$ cat src/sv/adivls_pkg.sv
// types, constants and micro-op programs for the adi vorticity line solver
// used by every module of the block except adivls_ram; no dependencies
package adivls_pkg;

    localparam int VALUE_BITS      = 32;
    localparam int FRAC_BITS       = 16;
    localparam int GAIN_BITS       = 31;
    localparam int INDEX_BITS      = 6;
    localparam int CFG_INDEX_BITS  = 3;
    localparam int LINE_POINTS_DEF = 64;
    localparam int DIV_STEPS       = VALUE_BITS + FRAC_BITS;
    localparam int DIV_CNT_BITS    = $clog2(DIV_STEPS);
    localparam int PC_BITS         = 5;
    localparam int FLAG_BITS       = 2;

    localparam logic signed [VALUE_BITS-1:0] ONE_Q = VALUE_BITS'(1 << FRAC_BITS);
    localparam logic signed [VALUE_BITS-1:0] VAL_MAX = {1'b0, {(VALUE_BITS-1){1'b1}}};
    localparam logic signed [VALUE_BITS-1:0] VAL_MIN = {1'b1, {(VALUE_BITS-1){1'b0}}};

    // forward and back-substitution program layout
    localparam logic [PC_BITS-1:0] PC_PIVOT_CHECK = 5'd15;
    localparam logic [PC_BITS-1:0] PC_ZERO_FIRST  = 5'd16;
    localparam logic [PC_BITS-1:0] PC_ZERO_LAST   = 5'd17;
    localparam logic [PC_BITS-1:0] PC_DIV_FIRST   = 5'd18;
    localparam logic [PC_BITS-1:0] PC_DIV_LAST    = 5'd23;
    localparam logic [PC_BITS-1:0] PC_BACK_LAST   = 5'd2;

    typedef enum logic [CFG_INDEX_BITS-1:0] {
        CFG_SWEEP_AXIS,
        CFG_CONV_GAIN_X,
        CFG_DIFF_GAIN_X,
        CFG_CONV_GAIN_Y,
        CFG_DIFF_GAIN_Y
    } cfg_reg_t;

    typedef enum logic [1:0] {
        STAT_OK,
        STAT_SAT,
        STAT_PIVOT
    } status_t;

    typedef struct packed {
        logic signed [VALUE_BITS-1:0] vort_here;
        logic signed [VALUE_BITS-1:0] vort_cross_before;
        logic signed [VALUE_BITS-1:0] vort_cross_after;
        logic signed [VALUE_BITS-1:0] vel_along;
        logic signed [VALUE_BITS-1:0] vel_cross;
        logic                         is_last;
    } in_item_t;

    typedef struct packed {
        logic [INDEX_BITS-1:0]        point_index;
        logic signed [VALUE_BITS-1:0] vort_new;
        logic [1:0]                   status;
        logic                         last_result;
    } out_item_t;

    typedef enum logic [1:0] {
        OP_ADD,
        OP_SUB,
        OP_MUL,
        OP_DIV
    } op_t;

    typedef enum logic [4:0] {
        O_ZERO, O_ONE, O_W, O_WB, O_WA, O_VA, O_VC,
        O_CGA, O_DGA, O_CGC, O_DGC,
        O_T, O_RA, O_RB, O_D, O_TC, O_X, O_Y,
        O_LB, O_MPIV, O_MRHS, O_MUP
    } opnd_t;

    typedef enum logic [3:0] {
        D_T, D_RA, D_RB, D_RC, D_TC, D_D, D_X, D_Y, D_P, D_Q, D_W
    } dst_t;

    typedef struct packed {
        op_t   op;
        opnd_t a;
        opnd_t b;
        dst_t  dst;
    } uop_t;

    typedef enum logic [2:0] {
        ST_IDLE,
        ST_FWD,
        ST_FWD_WR,
        ST_BK_RD,
        ST_BK_RUN,
        ST_BK_EMIT
    } state_t;

    typedef struct packed {
        logic                  go;
        uop_t                  uop;
        logic                  clr_sat;
        logic                  load_item;
        logic                  load_lb;
        logic                  ram_rd;
        logic                  ram_wr;
        logic                  pz_flag;
        logic                  emit;
        logic [INDEX_BITS-1:0] index;
        logic                  last;
    } cmd_t;

    typedef struct packed {
        logic done;
        logic piv_zero;
        logic out_free;
    } stat_t;

    function automatic uop_t mk(input op_t op, input opnd_t a, input opnd_t b,
                                input dst_t dst);
        uop_t u;
        u.op  = op;
        u.a   = a;
        u.b   = b;
        u.dst = dst;
        return u;
    endfunction

    // one interior point: build the row, then one elimination step
    function automatic uop_t fwd_prog(input logic [PC_BITS-1:0] pc, input logic first);
        opnd_t cp;
        opnd_t pp;
        opnd_t qp;
        uop_t  u;
        cp = first ? O_ZERO : O_MUP;
        pp = first ? O_ONE  : O_MPIV;
        qp = first ? O_LB   : O_MRHS;
        case (pc)
            5'd0:    u = mk(OP_MUL, O_VA,   O_CGA,  D_T);
            5'd1:    u = mk(OP_SUB, O_ZERO, O_T,    D_X);
            5'd2:    u = mk(OP_SUB, O_X,    O_DGA,  D_RA);
            5'd3:    u = mk(OP_ADD, O_DGA,  O_DGA,  D_X);
            5'd4:    u = mk(OP_ADD, O_ONE,  O_X,    D_RB);
            5'd5:    u = mk(OP_SUB, O_T,    O_DGA,  D_RC);
            5'd6:    u = mk(OP_MUL, O_VC,   O_CGC,  D_TC);
            5'd7:    u = mk(OP_ADD, O_DGC,  O_DGC,  D_X);
            5'd8:    u = mk(OP_SUB, O_ONE,  O_X,    D_X);
            5'd9:    u = mk(OP_MUL, O_W,    O_X,    D_D);
            5'd10:   u = mk(OP_ADD, O_TC,   O_DGC,  D_Y);
            5'd11:   u = mk(OP_MUL, O_WB,   O_Y,    D_Y);
            5'd12:   u = mk(OP_ADD, O_D,    O_Y,    D_D);
            5'd13:   u = mk(OP_SUB, O_DGC,  O_TC,   D_Y);
            5'd14:   u = mk(OP_MUL, O_WA,   O_Y,    D_Y);
            5'd15:   u = mk(OP_ADD, O_D,    O_Y,    D_D);
            // zero pivot: quotient terms dropped
            5'd16:   u = mk(OP_ADD, O_RB,   O_ZERO, D_P);
            5'd17:   u = mk(OP_ADD, O_D,    O_ZERO, D_Q);
            5'd18:   u = mk(OP_MUL, O_RA,   cp,     D_X);
            5'd19:   u = mk(OP_DIV, O_X,    pp,     D_X);
            5'd20:   u = mk(OP_SUB, O_RB,   O_X,    D_P);
            5'd21:   u = mk(OP_MUL, qp,     O_RA,   D_X);
            5'd22:   u = mk(OP_DIV, O_X,    pp,     D_X);
            5'd23:   u = mk(OP_SUB, O_D,    O_X,    D_Q);
            default: u = mk(OP_ADD, O_ZERO, O_ZERO, D_X);
        endcase
        return u;
    endfunction

    // one back-substitution point, w holds the value of the point above
    function automatic uop_t bk_prog(input logic [PC_BITS-1:0] pc, input logic pz);
        uop_t u;
        case (pc)
            5'd0:    u = mk(OP_MUL, O_MUP,  O_W,    D_X);
            5'd1:    u = mk(OP_SUB, O_MRHS, O_X,    D_X);
            5'd2:    u = pz ? mk(OP_ADD, O_ZERO, O_ZERO, D_W)
                            : mk(OP_DIV, O_X,    O_MPIV, D_W);
            default: u = mk(OP_ADD, O_ZERO, O_ZERO, D_X);
        endcase
        return u;
    endfunction

endpackage

$ cat src/sv/adivls_ctrl.sv
// controller: line position, forward and back-substitution sequencing,
// micro-op issue and result beats; depends on adivls_pkg
module adivls_ctrl #(
    parameter int LINE_POINTS = adivls_pkg::LINE_POINTS_DEF
) (
    input  logic                           clk,
    input  logic                           rst_n,
    input  logic                           item_valid,
    input  logic                           item_last,
    output logic                           item_stall,
    output adivls_pkg::cmd_t               cmd,
    output logic [$clog2(LINE_POINTS)-1:0] ram_addr,
    input  adivls_pkg::stat_t              stat
);
    import adivls_pkg::*;

    localparam int CW = $clog2(LINE_POINTS);

    state_t              state_reg, state_next;
    logic [PC_BITS-1:0]  pc_reg, pc_next;
    logic                issued_reg, issued_next;
    logic [CW-1:0]       count_reg, count_next;
    logic [CW-1:0]       idx_reg, idx_next;
    logic                first_reg, first_next;
    logic                pz_reg, pz_next;

    always_ff @(posedge clk or negedge rst_n)
    begin
        if (!rst_n)
        begin
            state_reg  <= ST_IDLE;
            pc_reg     <= '0;
            issued_reg <= 1'b0;
            count_reg  <= '0;
            idx_reg    <= '0;
            first_reg  <= 1'b0;
            pz_reg     <= 1'b0;
        end
        else
        begin
            state_reg  <= state_next;
            pc_reg     <= pc_next;
            issued_reg <= issued_next;
            count_reg  <= count_next;
            idx_reg    <= idx_next;
            first_reg  <= first_next;
            pz_reg     <= pz_next;
        end
    end

    always_comb
    begin
        state_next  = state_reg;
        pc_next     = pc_reg;
        issued_next = issued_reg;
        count_next  = count_reg;
        idx_next    = idx_reg;
        first_next  = first_reg;
        pz_next     = pz_reg;
        cmd         = '0;
        cmd.uop     = fwd_prog(pc_reg, first_reg);
        cmd.pz_flag = pz_reg;
        cmd.index   = INDEX_BITS'(idx_reg);
        cmd.last    = (idx_reg == CW'(1));
        ram_addr    = idx_reg;
        item_stall  = (state_reg != ST_IDLE);

        case (state_reg)
            ST_IDLE:
            begin
                ram_addr = count_reg - 1'b1;
                if (item_valid)
                begin
                    cmd.load_item = 1'b1;
                    if (item_last)
                    begin
                        count_next = '0;
                        if (count_reg >= CW'(2))
                        begin
                            idx_next   = count_reg - 1'b1;
                            state_next = ST_BK_RD;
                        end
                    end
                    else if (count_reg == '0)
                    begin
                        cmd.load_lb = 1'b1;
                        count_next  = CW'(1);
                    end
                    else if (count_reg <= CW'(LINE_POINTS-2))
                    begin
                        cmd.ram_rd  = 1'b1;
                        cmd.clr_sat = 1'b1;
                        first_next  = (count_reg == CW'(1));
                        idx_next    = count_reg;
                        pc_next     = '0;
                        pz_next     = 1'b0;
                        issued_next = 1'b0;
                        state_next  = ST_FWD;
                    end
                end
            end

            ST_FWD:
            begin
                cmd.uop = fwd_prog(pc_reg, first_reg);
                if (!issued_reg)
                begin
                    cmd.go      = 1'b1;
                    issued_next = 1'b1;
                end
                else if (stat.done)
                begin
                    issued_next = 1'b0;
                    if (pc_reg == PC_PIVOT_CHECK)
                    begin
                        pz_next = !first_reg && stat.piv_zero;
                        pc_next = (!first_reg && stat.piv_zero) ? PC_ZERO_FIRST : PC_DIV_FIRST;
                    end
                    else if (pc_reg == PC_ZERO_LAST || pc_reg == PC_DIV_LAST)
                    begin
                        state_next = ST_FWD_WR;
                    end
                    else
                    begin
                        pc_next = pc_reg + 1'b1;
                    end
                end
            end

            ST_FWD_WR:
            begin
                cmd.ram_wr = 1'b1;
                count_next = idx_reg + 1'b1;
                state_next = ST_IDLE;
            end

            ST_BK_RD:
            begin
                cmd.ram_rd  = 1'b1;
                cmd.clr_sat = 1'b1;
                pc_next     = '0;
                issued_next = 1'b0;
                state_next  = ST_BK_RUN;
            end

            ST_BK_RUN:
            begin
                cmd.uop = bk_prog(pc_reg, stat.piv_zero);
                if (!issued_reg)
                begin
                    cmd.go      = 1'b1;
                    issued_next = 1'b1;
                end
                else if (stat.done)
                begin
                    issued_next = 1'b0;
                    if (pc_reg == PC_BACK_LAST)
                    begin
                        pz_next    = stat.piv_zero;
                        state_next = ST_BK_EMIT;
                    end
                    else
                    begin
                        pc_next = pc_reg + 1'b1;
                    end
                end
            end

            ST_BK_EMIT:
            begin
                if (stat.out_free)
                begin
                    cmd.emit = 1'b1;
                    if (idx_reg == CW'(1))
                    begin
                        state_next = ST_IDLE;
                    end
                    else
                    begin
                        idx_next   = idx_reg - 1'b1;
                        state_next = ST_BK_RD;
                    end
                end
            end

            default:
            begin
                state_next = ST_IDLE;
            end
        endcase
    end

endmodule

$ cat config.mk
export PLATFORM = sky130hd
export DESIGN_NAME = adivls_ctrl
export DESIGN_NICKNAME = d
export VERILOG_FILES = /design/src/sv/adivls_pkg.sv /design/src/sv/adivls_ctrl.sv
export SDC_FILE = /design/constraint.sdc
export NUM_CORES = 1
export LEC_CHECK = 0
export BUFFER_PORTS_ARGS = -buffer_cell sky130_fd_sc_hd__buf_2
export CORE_ASPECT_RATIO = 1.4
export CORE_UTILIZATION = 44
export CTS_CLUSTER_DIAMETER = 60
export DETAILED_ROUTE_END_ITERATION = 8
export PLACE_DENSITY = 0.75
export REMOVE_ABC_BUFFERS = 1
export SYNTH_ARGS = -nofsm -noshare
export SYNTH_HDL_FRONTEND = slang
export SYNTH_SLANG_ARGS = --single-unit
export TNS_END_PERCENT = 50
$ cat constraint.sdc
create_clock -name clk -period 5.7 [get_ports clk]
set_input_delay 1.14 -clock clk [delete_from_list [all_inputs] [get_ports clk]]
set_output_delay 1.14 -clock clk [all_outputs]
set_load 0.05 [all_outputs]
* After elaboration in Yosys (flattened, before gate mapping)
Cells that the tools add are included.
Cells by class: reductions and logical operators 22, $add $sub $neg 4, equal/unequal tests 50, bitwise operators 2, $lt $le $gt $ge 2, mux-type cells 75
Operators with widths (number):
- $pmux 16 s22 | 1
- $mux 6 | 11
- $mux 5 | 13
- $pmux 16 s3 | 1
- $mux 3 | 14
- $eq 5x4->1 const B | 8
- $eq 5x5->1 const B | 8
- $pmux 17 s2 | 1
- $ne 2x2->1 const B | 15
- $pmux 6 s2 | 2
- $reduce_and 11->1 | 2
- $eq 5x3->1 const B | 4
- $mux 1 | 20
- $pmux 5 s4 | 1
- $mux 16 | 1
- $ne 3x3->1 const B | 5
- $pmux 3 s5 | 1
- $eq 6x1->1 const B | 2
- $reduce_and 12->1 | 1
- $sub 6x1->6 const B | 2
- $eq 5x2->1 const B | 2
- $reduce_and 5->1 | 2
- $reduce_bool 3->1 | 3
- $mux 2 | 4
- other kinds (23) | 31
Storage, ports and cells: register bits 23, word-level logic and storage cells 162

* Logic depth before layout (Yosys ltp)
depth after elaboration 7, gate-level depth with buffers 10

* Least setup slack after synthesis
No wires, ideal clock.
kind in2out, start input item_valid, end output cmd[13] (netlist bit), slack 1455 ps, path buffers 1, arrival time 3105 ps, stages 4, data required time 4560 ps, path through nor4b_2 > nand2_1 > nand2_1 > buf_4
RTL lines:
- start, declared | line adivls_ctrl.sv:8 | input logic item_valid,
- end, declared | line adivls_ctrl.sv:11 | output adivls_pkg::cmd_t cmd,

==> results.md <==
* Starting DRT DRC Count at 514
* Busiest grt layer: met2
* Crit path DAT at ~2.8 ns
* Hold path startpoint: pz_reg$_DFFE_PN0P_
* Final setup TNS at 0 ns
* Vias in the first global route at roughly 2700
* Gr usage total at 25.90%
* Global-route met1 utilization at 30.31%
* Worst Hold Class: register to register
* Via count at around 2900
* Kind of critical path: register to output pin
* TritonCTS Buffers at 3
* Ant diodes at 0
* Sequential share of the synthesized area at 21.02%
* RSZ-0062 raised after global routing: no
* GR Util met2 at between 40 and 50%
* Fmax achieved at 256.8 MHz
* Post-Synthesis Cells at 386
* Final setup viols at 0
* H-tree depth at 1
* Antenna viol nets, final at 0
* Fill count at 618
* Outcome: completed
* Via/cell ratio at 6.289
* Clk slew on worst S/H paths at 0.08 ns
* Ranking of synthesized cells by area: dfrtp_1 (21%), a21oi_1 (5.9%), ha_1 (5.5%)
* Worst-margin pin slew at 0.9938 ns
* EDFF count, synth at 0
* Asr flop ratio synth at 100.0%
* Util after Layout at between 40 and 50%
* Crit path time final at 3.893 ns
* Yosys warnings at 0
* Final HPWL DP at roughly 5600 microns
* Largest net degree at the start of global routing at 33
* Clock Tree Buf Depth at 2
* Reg2Reg Depth at 6
* Synthesized area at 2738 sq um
* Ys flop type: dfrtp_1
* Clock Sink Count at 23
* Hold slack final at 0.5287 ns
* Hold endpoint: pz_reg$_DFFE_PN0P_
* Tcrit/Tclk final at about two thirds
* Unique masters post-synth at 66
* Die width at approximately 69 microns
* Die extent in y at 95.33 microns
* Layout cells sized above 1 at 14.36%
* Synth top cells by count: nand2_1 (38), nor2_1 (38), a21oi_1 (32)
* Worst reg2reg startpoint: pc_reg[4]$_DFFE_PN0P_
* FF+latch count, synth at 23
* Clock Tree Root: clkbuf_8
* Overflow after GRT at 0
* Setup WS post-layout at 1.807 ns
* Worst-Skew Late Latency at 0.27 ns
* Worst EP required at 4.56 ns
* RR Endpoint: pc_reg[4]$_DFFE_PN0P_
* First-pass DRT Iterations at 5
* Post-CTS setup buffer count at 0
* DR WL/cell at 16.57 microns
* Worst clock skew at 0.003976 ns
* Worst slack, placed at between 2 and 2.5 ns
* Max Cap Violations at 0
* Endpoints failing hold at 0
* Core box area at approximately 5900 sq um
* Layout area overhead at 6.856%
* First-pass GRT wire length at 12960 microns
* Post_cts resized at 0
* TritonCTS clock tree: yes
* WL final at 7740 microns
* Ports at 45
* M3 GR Usage at 3.469%
* GP Congestion at 1.020
* Hold Path Depth at 1
* Worst slew margin at 33.75%
* Initial antenna violation count at 0
* Crit path max fanout at 17
* Die area at about 6500 sq um
* # hold bufs at CTS at 0
* Layout Nets at 417
* Worst R2R Setup Slack at around 2.9 ns
* Initial core utilization at 46.04%
* Avg Cell Area, Syn at 7.092 sq um
* Post-synth top area cell: dfrtp_1
* Row count at 33
* Slew Limit Fails at 0
* Area share of the largest cell type after synthesis at 21.02%
* Crit path capture type: output pin
* CP startpoint kind: register
* Remaining DRCs at 0
* PortBufs at 44
## critical path: stages, from the launching register on
cell	delay, ns
dfrtp_1	0.42
inv_1	0.13
ha_1	0.57
or4b_1	0.58
or2_1	0.31
o22ai_1	0.17
buf_2	0.29
## routing by layer
metal | routed length [microns] | part of all wire, % | vias to the layer above
li1 | - | - | 1406
met1 | 3163 | 41 | 1348
met2 | 3822 | 49 | 153
met3 | 457 | 5.9 | 30
met4 | 296 | 3.8 | 0
met5 | 0 | 0 | -
## kinds of logic after synthesis
| kind of cell | Yosys count | synth area share [%] |
|---|---|---|
| simple gates | 146 | 27.24 |
| compound gates | 127 | 29.57 |
| buf+inv | 54 | 8.363 |
| flops | 23 | 21.02 |
| xor+xnor | 14 | 4.479 |
| fa+ha+maj | 12 | 5.484 |
| mux | 10 | 3.839 |
## cell usage in the layout (no fill, tap or decap), types with 6 or more instances in the layout
cell type	n
nor2b_1	6
buf_2	44
a22o_1	7
o21ai_0	21
inv_1	15
nor3_1	11
a21oi_1	32
xor2_1	6
xnor2_1	8
nand2b_1	11
mux2i_1	6
o21ai_1	22
nand3_1	10
nor2_1	38
nand2_1	38
ha_1	12
dfrtp_1	23
## worst max path at each step
| stage | from | endpoint | slack (ns) | cells past startpoint |
|---|---|---|---|---|
| 2_1_floorplan | item_valid | cmd[10] | 1.45 | 3 |
| 3_3_place_gp | pc_reg[0]$_DFFE_PN0P_ | cmd[18] | 2.16 | 6 |
| 3_5_place_dp | pc_reg[0]$_DFFE_PN0P_ | cmd[18] | 2.16 | 6 |
| 4_1_cts | pc_reg[0]$_DFFE_PN0P_ | cmd[18] | 1.85 | 6 |
| 5_1_grt | pc_reg[1]$_DFFE_PN0P_ | cmd[27] | 1.61 | 8 |
| 6_report | pc_reg[0]$_DFFE_PN0P_ | cmd[18] | 1.81 | 6 |
## per-stage QoR
stage | area [sq um] | std cells
3_5_place_dp | 2880 | 463
4_1_cts | 2925 | 467
6_report | 2925 | 467
2_1_floorplan | 2572 | 349
3_3_place_gp | 2880 | 463
5_1_grt | 2925 | 467
## cell type report
type | count | area, sq um | share of cell area [%]
clock buffer | 4 | 45.04 | 1.540
inverter | 17 | 63.81 | 2.181
multi-input combinational | 309 | 1933 | 66.08
sequential | 23 | 575.6 | 19.67
tap | 70 | 87.58 | 2.994
timing repair buffer | 44 | 220.2 | 7.528
Power is not shown: default switching activity piles up to over one toggle a cycle in this logic, so the estimate is an artifact.
